`src/design/svjp_pkg.sv`:
```
// Shared constants, codes and a helper function of the servo joint slew-to-pulse block.
package svjp_pkg;

  localparam int unsigned LEGS_DEFAULT    = 6;
  localparam int unsigned JOINTS          = 3;
  localparam int unsigned INVERT_FROM_LEG = 3;

  localparam int unsigned ANGLE_W = 15;
  localparam int unsigned TRIM_W  = 13;
  localparam int unsigned RATE_W  = 10;
  localparam int unsigned DT_W    = 16;
  localparam int unsigned LEG_W   = 3;
  localparam int unsigned JOINT_W = 2;
  localparam int unsigned WIDTH_W = 9;
  localparam int unsigned STEP_W  = 13;
  localparam int unsigned CFG_IDX_W  = 2;
  localparam int unsigned CFG_DATA_W = 13;

  // Shared multiplier operand and product widths.
  localparam int unsigned MUL_W  = 28;
  localparam int unsigned PROD_W = 2 * MUL_W;

  localparam logic [RATE_W-1:0] RATE_RESET = RATE_W'(180);

  // Configuration register indexes.
  localparam logic [CFG_IDX_W-1:0] CFG_RATE        = 2'd0;
  localparam logic [CFG_IDX_W-1:0] CFG_COXA_TRIM   = 2'd1;
  localparam logic [CFG_IDX_W-1:0] CFG_FEMUR_TRIM  = 2'd2;
  localparam logic [CFG_IDX_W-1:0] CFG_TIBIA_TRIM  = 2'd3;

  // Joint codes.
  localparam logic [JOINT_W-1:0] JOINT_COXA  = 2'd0;
  localparam logic [JOINT_W-1:0] JOINT_FEMUR = 2'd1;
  localparam logic [JOINT_W-1:0] JOINT_TIBIA = 2'd2;

  // Slew step is floor(rate * dt / 15625); exact through this reciprocal and a
  // right shift by STEP_SHIFT for every 26-bit rate*dt product.
  localparam logic [MUL_W-1:0] STEP_RECIP = MUL_W'(70368745);
  localparam int unsigned      STEP_SHIFT = 40;

  // Pulse in us*6400 units.
  localparam logic signed [MUL_W-1:0] PULSE_CENTER   = MUL_W'(9600000);
  localparam logic signed [MUL_W-1:0] PULSE_PER_UNIT = MUL_W'(1111);
  localparam int unsigned             PULSE_W        = 24;
  localparam logic [PULSE_W-1:0]      PULSE_MIN      = PULSE_W'(3123200);
  localparam logic [PULSE_W-1:0]      PULSE_MAX      = PULSE_W'(15315200);

  // floor(P / 31250) = floor((P >> 1) / 15625), exact for 23-bit operands.
  localparam logic [MUL_W-1:0] WIDTH_RECIP = MUL_W'(8796094);
  localparam int unsigned      WIDTH_SHIFT = 37;

  localparam logic signed [ANGLE_W-1:0] ANGLE_MIN = {1'b1, {(ANGLE_W-1){1'b0}}};
  localparam logic signed [ANGLE_W-1:0] ANGLE_MAX = {1'b0, {(ANGLE_W-1){1'b1}}};

  // Negation that saturates the most negative angle to the most positive one.
  function automatic logic signed [ANGLE_W-1:0] neg_sat(input logic signed [ANGLE_W-1:0] a);
    logic signed [ANGLE_W-1:0] r;
    if (a == ANGLE_MIN) begin
      r = ANGLE_MAX;
    end else begin
      r = -a;
    end
    return r;
  endfunction

endpackage

```
`src/design/servo_joint_slew_to_pulse_core.sv`:
```
// Top level of the servo joint driver: target store, slew limiter and pulse width mapping.
//
// Usage: the input channel (in_valid_i / in_stall_o) carries one request per item.
// A store request (mode 0) writes the three joint targets of one leg in the cycle it
// is accepted; a leg beyond the configured count is dropped. A tick request (mode 1)
// advances every joint toward its target and returns LEGS*3 results on the output
// channel (out_valid_o / out_stall_i), leg by leg, coxa, femur, tibia, with last_o
// set on the final one.
// Timing: a store does not make the block busy. A tick first forms the slew step
// (ST_RATE, ST_STEP, ST_SAVE) and then walks each joint through ST_SLEW, ST_PULSE,
// ST_CLAMP, ST_DIV and ST_EMIT. All multiplications run through one 28x28 multiplier
// that the sequencer time-shares: rate*dt, the step reciprocal, the pulse slope and the
// width reciprocal. in_stall_o is high for the whole tick.
// The result sits in an output register; a stall on out_stall_i holds it and
// freezes the sequencer at the next result until the register frees up.
// Configuration writes (cfg_valid_i / cfg_ready_o) are always accepted.
// Reset clears all targets and current angles to zero, the rate to 180 deg/s and
// the trims to zero.
module servo_joint_slew_to_pulse_core
  import svjp_pkg::*;
#(
  parameter int unsigned LEGS = LEGS_DEFAULT
) (
  input  logic                       clk_i,
  input  logic                       rst_ni,
  // Configuration
  input  logic                       cfg_valid_i,
  output logic                       cfg_ready_o,
  input  logic [CFG_IDX_W-1:0]       cfg_index_i,
  input  logic [CFG_DATA_W-1:0]      cfg_data_i,
  // Input channel
  input  logic                       in_valid_i,
  output logic                       in_stall_o,
  input  logic                       mode_i,
  input  logic [LEG_W-1:0]           leg_i,
  input  logic signed [ANGLE_W-1:0]  alpha_i,
  input  logic signed [ANGLE_W-1:0]  beta_i,
  input  logic signed [ANGLE_W-1:0]  gamma_i,
  input  logic [DT_W-1:0]            tick_time_us_i,
  // Output channel
  output logic                       out_valid_o,
  input  logic                       out_stall_i,
  output logic [LEG_W-1:0]           out_leg_o,
  output logic [JOINT_W-1:0]         joint_o,
  output logic [WIDTH_W-1:0]         width_ticks_o,
  output logic signed [ANGLE_W-1:0]  applied_angle_o,
  output logic                       last_o
);

  localparam int unsigned DEPTH = LEGS * JOINTS;
  localparam int unsigned IDX_W = $clog2(DEPTH);

  typedef enum logic [8:0] {
    ST_IDLE  = 9'b000000001,
    ST_RATE  = 9'b000000010,
    ST_STEP  = 9'b000000100,
    ST_SAVE  = 9'b000001000,
    ST_SLEW  = 9'b000010000,
    ST_PULSE = 9'b000100000,
    ST_CLAMP = 9'b001000000,
    ST_DIV   = 9'b010000000,
    ST_EMIT  = 9'b100000000
  } state_e;

  state_e state_q, state_d;

  logic [RATE_W-1:0]         rate_q;
  logic signed [TRIM_W-1:0]  trim_q [JOINTS];
  logic signed [ANGLE_W-1:0] tgt_q  [DEPTH];
  logic signed [ANGLE_W-1:0] cur_q  [DEPTH];

  logic [DT_W-1:0]           dt_q;
  logic [STEP_W-1:0]         step_q;
  logic signed [PROD_W-1:0]  prod_q;
  logic signed [ANGLE_W-1:0] ang_q;
  logic [PULSE_W-1:0]        pclamp_q;
  logic [IDX_W-1:0]          idx_q;
  logic [LEG_W-1:0]          leg_q;
  logic [JOINT_W-1:0]        jnt_q;

  logic                      out_valid_q;
  logic [LEG_W-1:0]          out_leg_q;
  logic [JOINT_W-1:0]        joint_q;
  logic [WIDTH_W-1:0]        width_q;
  logic signed [ANGLE_W-1:0] applied_q;
  logic                      last_q;

  logic in_accept;
  logic store_we;
  logic tick_go;
  logic slot_free;
  logic emit;
  logic final_joint;
  logic [IDX_W-1:0] base_idx;

  assign cfg_ready_o = 1'b1;
  assign in_stall_o  = (state_q != ST_IDLE);
  assign in_accept   = in_valid_i && !in_stall_o;
  assign store_we    = in_accept && !mode_i && (32'(leg_i) < LEGS);
  assign tick_go     = in_accept && mode_i;
  assign slot_free   = !out_valid_q || !out_stall_i;
  assign emit        = (state_q == ST_EMIT) && slot_free;
  assign final_joint = (leg_q == LEG_W'(LEGS - 1)) && (jnt_q == JOINT_TIBIA);
  assign base_idx    = IDX_W'({2'b00, leg_i} * 5'd3);

  // Configuration registers.
  always_ff @(posedge clk_i or negedge rst_ni) begin
    if (!rst_ni) begin
      rate_q <= RATE_RESET;
      for (int i = 0; i < JOINTS; i++) begin
        trim_q[i] <= '0;
      end
    end else if (cfg_valid_i && cfg_ready_o) begin
      unique case (cfg_index_i)
        CFG_RATE:       rate_q    <= cfg_data_i[RATE_W-1:0];
        CFG_COXA_TRIM:  trim_q[0] <= cfg_data_i;
        CFG_FEMUR_TRIM: trim_q[1] <= cfg_data_i;
        CFG_TIBIA_TRIM: trim_q[2] <= cfg_data_i;
        default:        rate_q    <= rate_q;
      endcase
    end
  end

  // Target store; the tibia target is kept negated.
  always_ff @(posedge clk_i or negedge rst_ni) begin
    if (!rst_ni) begin
      for (int i = 0; i < DEPTH; i++) begin
        tgt_q[i] <= '0;
      end
    end else if (store_we) begin
      tgt_q[base_idx]                <= alpha_i;
      tgt_q[base_idx + IDX_W'(1)]    <= beta_i;
      tgt_q[base_idx + IDX_W'(2)]    <= neg_sat(gamma_i);
    end
  end

  // Slew limiter for the joint under the sequencer.
  logic signed [ANGLE_W:0] diff;
  logic signed [ANGLE_W:0] step_s;
  logic signed [ANGLE_W:0] diff_lim;
  logic signed [ANGLE_W:0] cur_new;

  always_comb begin
    diff   = {tgt_q[idx_q][ANGLE_W-1], tgt_q[idx_q]} - {cur_q[idx_q][ANGLE_W-1], cur_q[idx_q]};
    step_s = signed'({{(ANGLE_W + 1 - STEP_W){1'b0}}, step_q});
    if (diff > step_s) begin
      diff_lim = step_s;
    end else if (diff < -step_s) begin
      diff_lim = -step_s;
    end else begin
      diff_lim = diff;
    end
    cur_new = {cur_q[idx_q][ANGLE_W-1], cur_q[idx_q]} + diff_lim;
  end

  always_ff @(posedge clk_i or negedge rst_ni) begin
    if (!rst_ni) begin
      for (int i = 0; i < DEPTH; i++) begin
        cur_q[i] <= '0;
      end
    end else if (state_q == ST_SLEW) begin
      cur_q[idx_q] <= cur_new[ANGLE_W-1:0];
    end
  end

  // Pulse operand: angle, inverted on the far side of the body, plus trim.
  logic signed [ANGLE_W:0]   ang_ext;
  logic signed [ANGLE_W:0]   ang_dir;
  logic signed [TRIM_W-1:0]  trim_sel;
  logic signed [ANGLE_W+1:0] pulse_sum;

  always_comb begin
    case (jnt_q)
      JOINT_COXA:  trim_sel = trim_q[0];
      JOINT_FEMUR: trim_sel = trim_q[1];
      default:     trim_sel = trim_q[2];
    endcase
    ang_ext   = {ang_q[ANGLE_W-1], ang_q};
    ang_dir   = (leg_q >= LEG_W'(INVERT_FROM_LEG)) ? -ang_ext : ang_ext;
    pulse_sum = {ang_dir[ANGLE_W], ang_dir}
              + {{(ANGLE_W + 2 - TRIM_W){trim_sel[TRIM_W-1]}}, trim_sel};
  end

  // Shared multiplier.
  logic signed [MUL_W-1:0] mul_a;
  logic signed [MUL_W-1:0] mul_b;

  always_comb begin
    mul_a = '0;
    mul_b = '0;
    unique case (state_q)
      ST_RATE: begin
        mul_a = signed'(MUL_W'(rate_q));
        mul_b = signed'(MUL_W'(dt_q));
      end
      ST_STEP: begin
        mul_a = signed'(MUL_W'(prod_q[RATE_W+DT_W-1:0]));
        mul_b = signed'(STEP_RECIP);
      end
      ST_PULSE: begin
        mul_a = MUL_W'(pulse_sum);
        mul_b = PULSE_PER_UNIT;
      end
      ST_DIV: begin
        mul_a = signed'(MUL_W'(pclamp_q[PULSE_W-1:1]));
        mul_b = signed'(WIDTH_RECIP);
      end
      default: begin
        mul_a = '0;
        mul_b = '0;
      end
    endcase
  end

  logic signed [MUL_W-1:0] pulse_raw;
  assign pulse_raw = PULSE_CENTER + prod_q[MUL_W-1:0];

  // Sequencer.
  always_comb begin
    state_d = state_q;
    unique case (state_q)
      ST_IDLE:  if (tick_go) state_d = ST_RATE;
      ST_RATE:  state_d = ST_STEP;
      ST_STEP:  state_d = ST_SAVE;
      ST_SAVE:  state_d = ST_SLEW;
      ST_SLEW:  state_d = ST_PULSE;
      ST_PULSE: state_d = ST_CLAMP;
      ST_CLAMP: state_d = ST_DIV;
      ST_DIV:   state_d = ST_EMIT;
      ST_EMIT:  if (emit) state_d = final_joint ? ST_IDLE : ST_SLEW;
      default:  state_d = ST_IDLE;
    endcase
  end

  always_ff @(posedge clk_i or negedge rst_ni) begin
    if (!rst_ni) begin
      state_q <= ST_IDLE;
      idx_q   <= '0;
      leg_q   <= '0;
      jnt_q   <= '0;
    end else begin
      state_q <= state_d;
      if (state_q == ST_SAVE) begin
        idx_q <= '0;
        leg_q <= '0;
        jnt_q <= JOINT_COXA;
      end else if (emit && !final_joint) begin
        idx_q <= idx_q + IDX_W'(1);
        if (jnt_q == JOINT_TIBIA) begin
          jnt_q <= JOINT_COXA;
          leg_q <= leg_q + LEG_W'(1);
        end else begin
          jnt_q <= jnt_q + JOINT_W'(1);
        end
      end
    end
  end

  // Datapath registers.
  always_ff @(posedge clk_i) begin
    if (tick_go) begin
      dt_q <= tick_time_us_i;
    end
    if (state_q == ST_RATE || state_q == ST_STEP || state_q == ST_PULSE ||
        state_q == ST_DIV) begin
      prod_q <= mul_a * mul_b;
    end
    if (state_q == ST_SAVE) begin
      step_q <= prod_q[STEP_SHIFT+STEP_W-1:STEP_SHIFT];
    end
    if (state_q == ST_SLEW) begin
      ang_q <= cur_new[ANGLE_W-1:0];
    end
    if (state_q == ST_CLAMP) begin
      if (pulse_raw < signed'(MUL_W'(PULSE_MIN))) begin
        pclamp_q <= PULSE_MIN;
      end else if (pulse_raw > signed'(MUL_W'(PULSE_MAX))) begin
        pclamp_q <= PULSE_MAX;
      end else begin
        pclamp_q <= pulse_raw[PULSE_W-1:0];
      end
    end
  end

  // Output register.
  always_ff @(posedge clk_i or negedge rst_ni) begin
    if (!rst_ni) begin
      out_valid_q <= 1'b0;
    end else if (emit) begin
      out_valid_q <= 1'b1;
    end else if (!out_stall_i) begin
      out_valid_q <= 1'b0;
    end
  end

  always_ff @(posedge clk_i) begin
    if (emit) begin
      out_leg_q <= leg_q;
      joint_q   <= jnt_q;
      width_q   <= prod_q[WIDTH_SHIFT+WIDTH_W-1:WIDTH_SHIFT];
      applied_q <= (jnt_q == JOINT_TIBIA) ? neg_sat(ang_q) : ang_q;
      last_q    <= final_joint;
    end
  end

  assign out_valid_o     = out_valid_q;
  assign out_leg_o       = out_leg_q;
  assign joint_o         = joint_q;
  assign width_ticks_o   = width_q;
  assign applied_angle_o = applied_q;
  assign last_o          = last_q;

endmodule

```
`config.mk`:
```
export PLATFORM = sky130hd
export DESIGN_NAME = servo_joint_slew_to_pulse_core
export DESIGN_NICKNAME = d
export VERILOG_FILES = /design/src/design/svjp_pkg.sv /design/src/design/servo_joint_slew_to_pulse_core.sv
export SDC_FILE = /design/constraint.sdc
export NUM_CORES = 2
export LEC_CHECK = 0
export BUFFER_PORTS_ARGS = -buffer_cell sky130_fd_sc_hd__buf_2
export CORE_UTILIZATION = 50
export CTS_CLUSTER_DIAMETER = 150
export DETAILED_ROUTE_END_ITERATION = 8
export HOLD_SLACK_MARGIN = 0.03
export PLACE_DENSITY = 0.64
export SYNTH_ARGS = -nofsm -noshare
export SYNTH_HDL_FRONTEND = slang
export SYNTH_SLANG_ARGS = --single-unit
```
`constraint.sdc`:
```
create_clock -name clk_i -period 11.26 [get_ports clk_i]
set_input_delay 1.126 -clock clk_i [delete_from_list [all_inputs] [get_ports clk_i]]
set_output_delay 1.126 -clock clk_i [all_outputs]
set_load 0.01 [all_outputs]
```
==> impl_metrics.ini <==
[placed_design]
gp_congestion = 0.993
place_ws_ps = 98.7
dpl-instance-area_um2 = 66600
io_buffers = 116
dp_hpwl_um = 147000

[worst_hold_path]
hold_path_class = flop to flop

[cells_and_area]
design_area_um2 = 69800
nets = 7975
area_growth_pct = 8.37
utilization_pct = 54.6
layout-drive-gt1-share_pct = 9.20
layout_common_cells = 1097 x nand2_1, 1006 x inv_1, 748 x o21ai_0, 636 x fa_1, 601 x dfrtp_1
layout_commonest_cell = nand2_1

[timing]
slew_violations = 0
worstMarginPinSlew_ps = 1190
final.setup.worst_slack_ps = 382
post-route-min-period_ps = 10880
hold_ws_ps = 435
slew_headroom_pct = 20.1
max_clock_freq_ghz = 0.0919
grt_setup_unrepaired = true
hold_viol = 0
setup_viol = 0
finalCritPeriodShare_pct = 96.6
clock_skew_ps = 46.6

[detailed_routing]
drt_iter0_drc = 5416
route.detailed.wl_per_inst_um = 23.2
num_vias = 51351
post_drt_via_cell_ratio = 5.91
first_pass_iters = 6
post-route-drc-count = 0
wl_um = 201000
ant_nets = 0

[global_routing]
grt_pass1_vias = 51196
overflow = 0
grt_max_degree = 147
grt_usage_pct = 31.4
antenna_found_initial = 10
grt_pass1_wl_um = 312000

[clock_tree]
cts_tree = built
cts.sinks = 750
worst_skew_pair.late_latency_ps = 740
clk_pin_slew_worst_paths_ps = 70
holdBufCountCts = 0
cts_buffer_depth = 3
cts_buffers = 86
root_buffer = clkbuf_16
htree_levels = 3

[logic_synthesis]
syn_inst = 7031
synth_ff_type = dfrtp_1
synth_warnings = 0
yosys.cell_types.count = 91
synth-seq-cells = 750
synth_edf_count = 141
yosysSeqAreaShare_pct = 30.3
async_flop_share_pct = 81.2
syn_area_um2 = 64400
synth_area_per_cell_um2 = 9.16

[pwr]
power.leakage_nw = 33.3
powerDensity_nw_per_um2 = 184
peakVddDrop_mv = 0.644
design_power_total_mw = 12.9

[floorplanning]
die_w_um = 361
die_area_um2 = 130000
design.core.area_um2 = 128000
initial_core_util_pct = 50.4
rows = 131
ios = 118
die_h_um = 361

[critical_path]
critical-path-slowest-cell = fa_1
critPathMaxStageDelay_ps = 540
cp.arrival_ps = 11320
cp-start-kind = flop
required_ps = 11700
crit_type = flop to flop
crit_path_end_kind = flop
path_max_fanout = 13

[flow_run]
maxCapViolCount = 0

[outcome]
status = complete, no violations
## where the power goes
| part | switching, mW | internal (mW) | total (mW) | leakage [nW] |
|---|---|---|---|---|
| clock network | 1.26 | 1.75 | 3.00 | 1.45 |
| registers | 0.134 | 3.20 | 3.34 | 9.65 |
| logic | 4.04 | 2.49 | 6.53 | 22.2 |
## final timing paths
check,cells after the start,from,slack (ps),end
max in group asynchronous,3,rst_ni,8070,idx_q[0]
worst max-delay path,41,ang_q[1],380,prod_q[52]
min in group asynchronous,1,rst_ni,510,cur_q[258]
worst max register to register,41,ang_q[1],380,prod_q[52]
worst min register to register,0,prod_q[38],440,width_ticks_o[1]
worst min-delay path,0,prod_q[38],440,width_ticks_o[1]
## per-stage QoR
step	TNS (ps)	cells
2_1_floorplan	0	7092
3_3_place_gp	0	8521
3_5_place_dp	0	8521
4_1_cts	0	8679
5_1_grt	-137	8687
6_report	0	8687
## worst max-delay path, delay by kind of cell (launching register included)
kind / cells / cell delay [ps]
buffers and inverters: 10 / 1040
flip-flops: 1 / 420
AO/OA/AOI/OAI: 7 / 1290
AND/OR/NAND/NOR: 12 / 3120
XOR/XNOR: 2 / 280
adder cells (fa/ha/maj): 10 / 4420
## metal layers
layer | share of wire (%) | GRT usage, % | vias to the layer above
li1 | - | - | 23009
met1 | 42 | 44.2 | 25552
met2 | 44 | 47.5 | 2337
met3 | 9.6 | 6.96 | 447
met4 | 4.1 | 12.1 | 6
met5 | 0.019 | 0 | -
## synthesized netlist by cell type (46+ instances only)
library cell | count | area [um2]
and2_1 | 75 | 469
a221o_1 | 46 | 460
fa_1 | 638 | 12800
clkbuf_1 | 396 | 1490
xor2_1 | 48 | 420
nand2_1 | 1097 | 4120
a21o_1 | 53 | 398
nand3_1 | 289 | 1450
mux2_2 | 86 | 968
dfrtp_1 | 604 | 15100
xnor2_1 | 79 | 692
nor3_1 | 48 | 240
mux4_2 | 120 | 2700
inv_1 | 1006 | 3780
o21ai_0 | 752 | 3760
edfxtp_1 | 141 | 4230
a21oi_1 | 284 | 1420
nor2_1 | 286 | 1070
mux2i_1 | 79 | 791
o21ai_1 | 61 | 305
ha_1 | 299 | 3740
a22oi_1 | 96 | 721
## registers in the layout (all words and copies together) (netlist names)
name,count
rate_q,10
joint_o,2
state_q,9
out_valid_o,1
dt_q,16
tgt_q,270
leg_q,3
prod_q,44
width_ticks_o,9
applied_angle_o,15
jnt_q,2
cur_q,270
pclamp_q,23
out_leg_o,3
trim_q,39
ang_q,15
step_q,13
idx_q,5
last_o,1
## logic make-up after synthesis
group | share of synthesized area [%]
simple gates | 13.3
compound gates | 13.5
mux | 6.93
other cells | 0.0117
buf+inv | 8.55
flops | 30.3
xor+xnor | 1.75
fa+ha+maj | 25.7
## final cells by class
class / count / area [um2]
fillers: 11456 / 57900
multi-input cells: 4881 / 39900
well taps: 1662 / 2080
flip-flops and latches: 750 / 19500
repair buffers: 225 / 1500
clock buffers: 127 / 2510
diodes: 2 / 5.00
clock inverters: 31 / 483
inverters: 1009 / 3790
## what timing repair did
item                       4_1_cts  5_1_grt
buffers inserted                 0        6
gates resized for setup          0       23
setup endpoints to repair        0       14
Note: power is estimated with default switching activity, not from simulation.
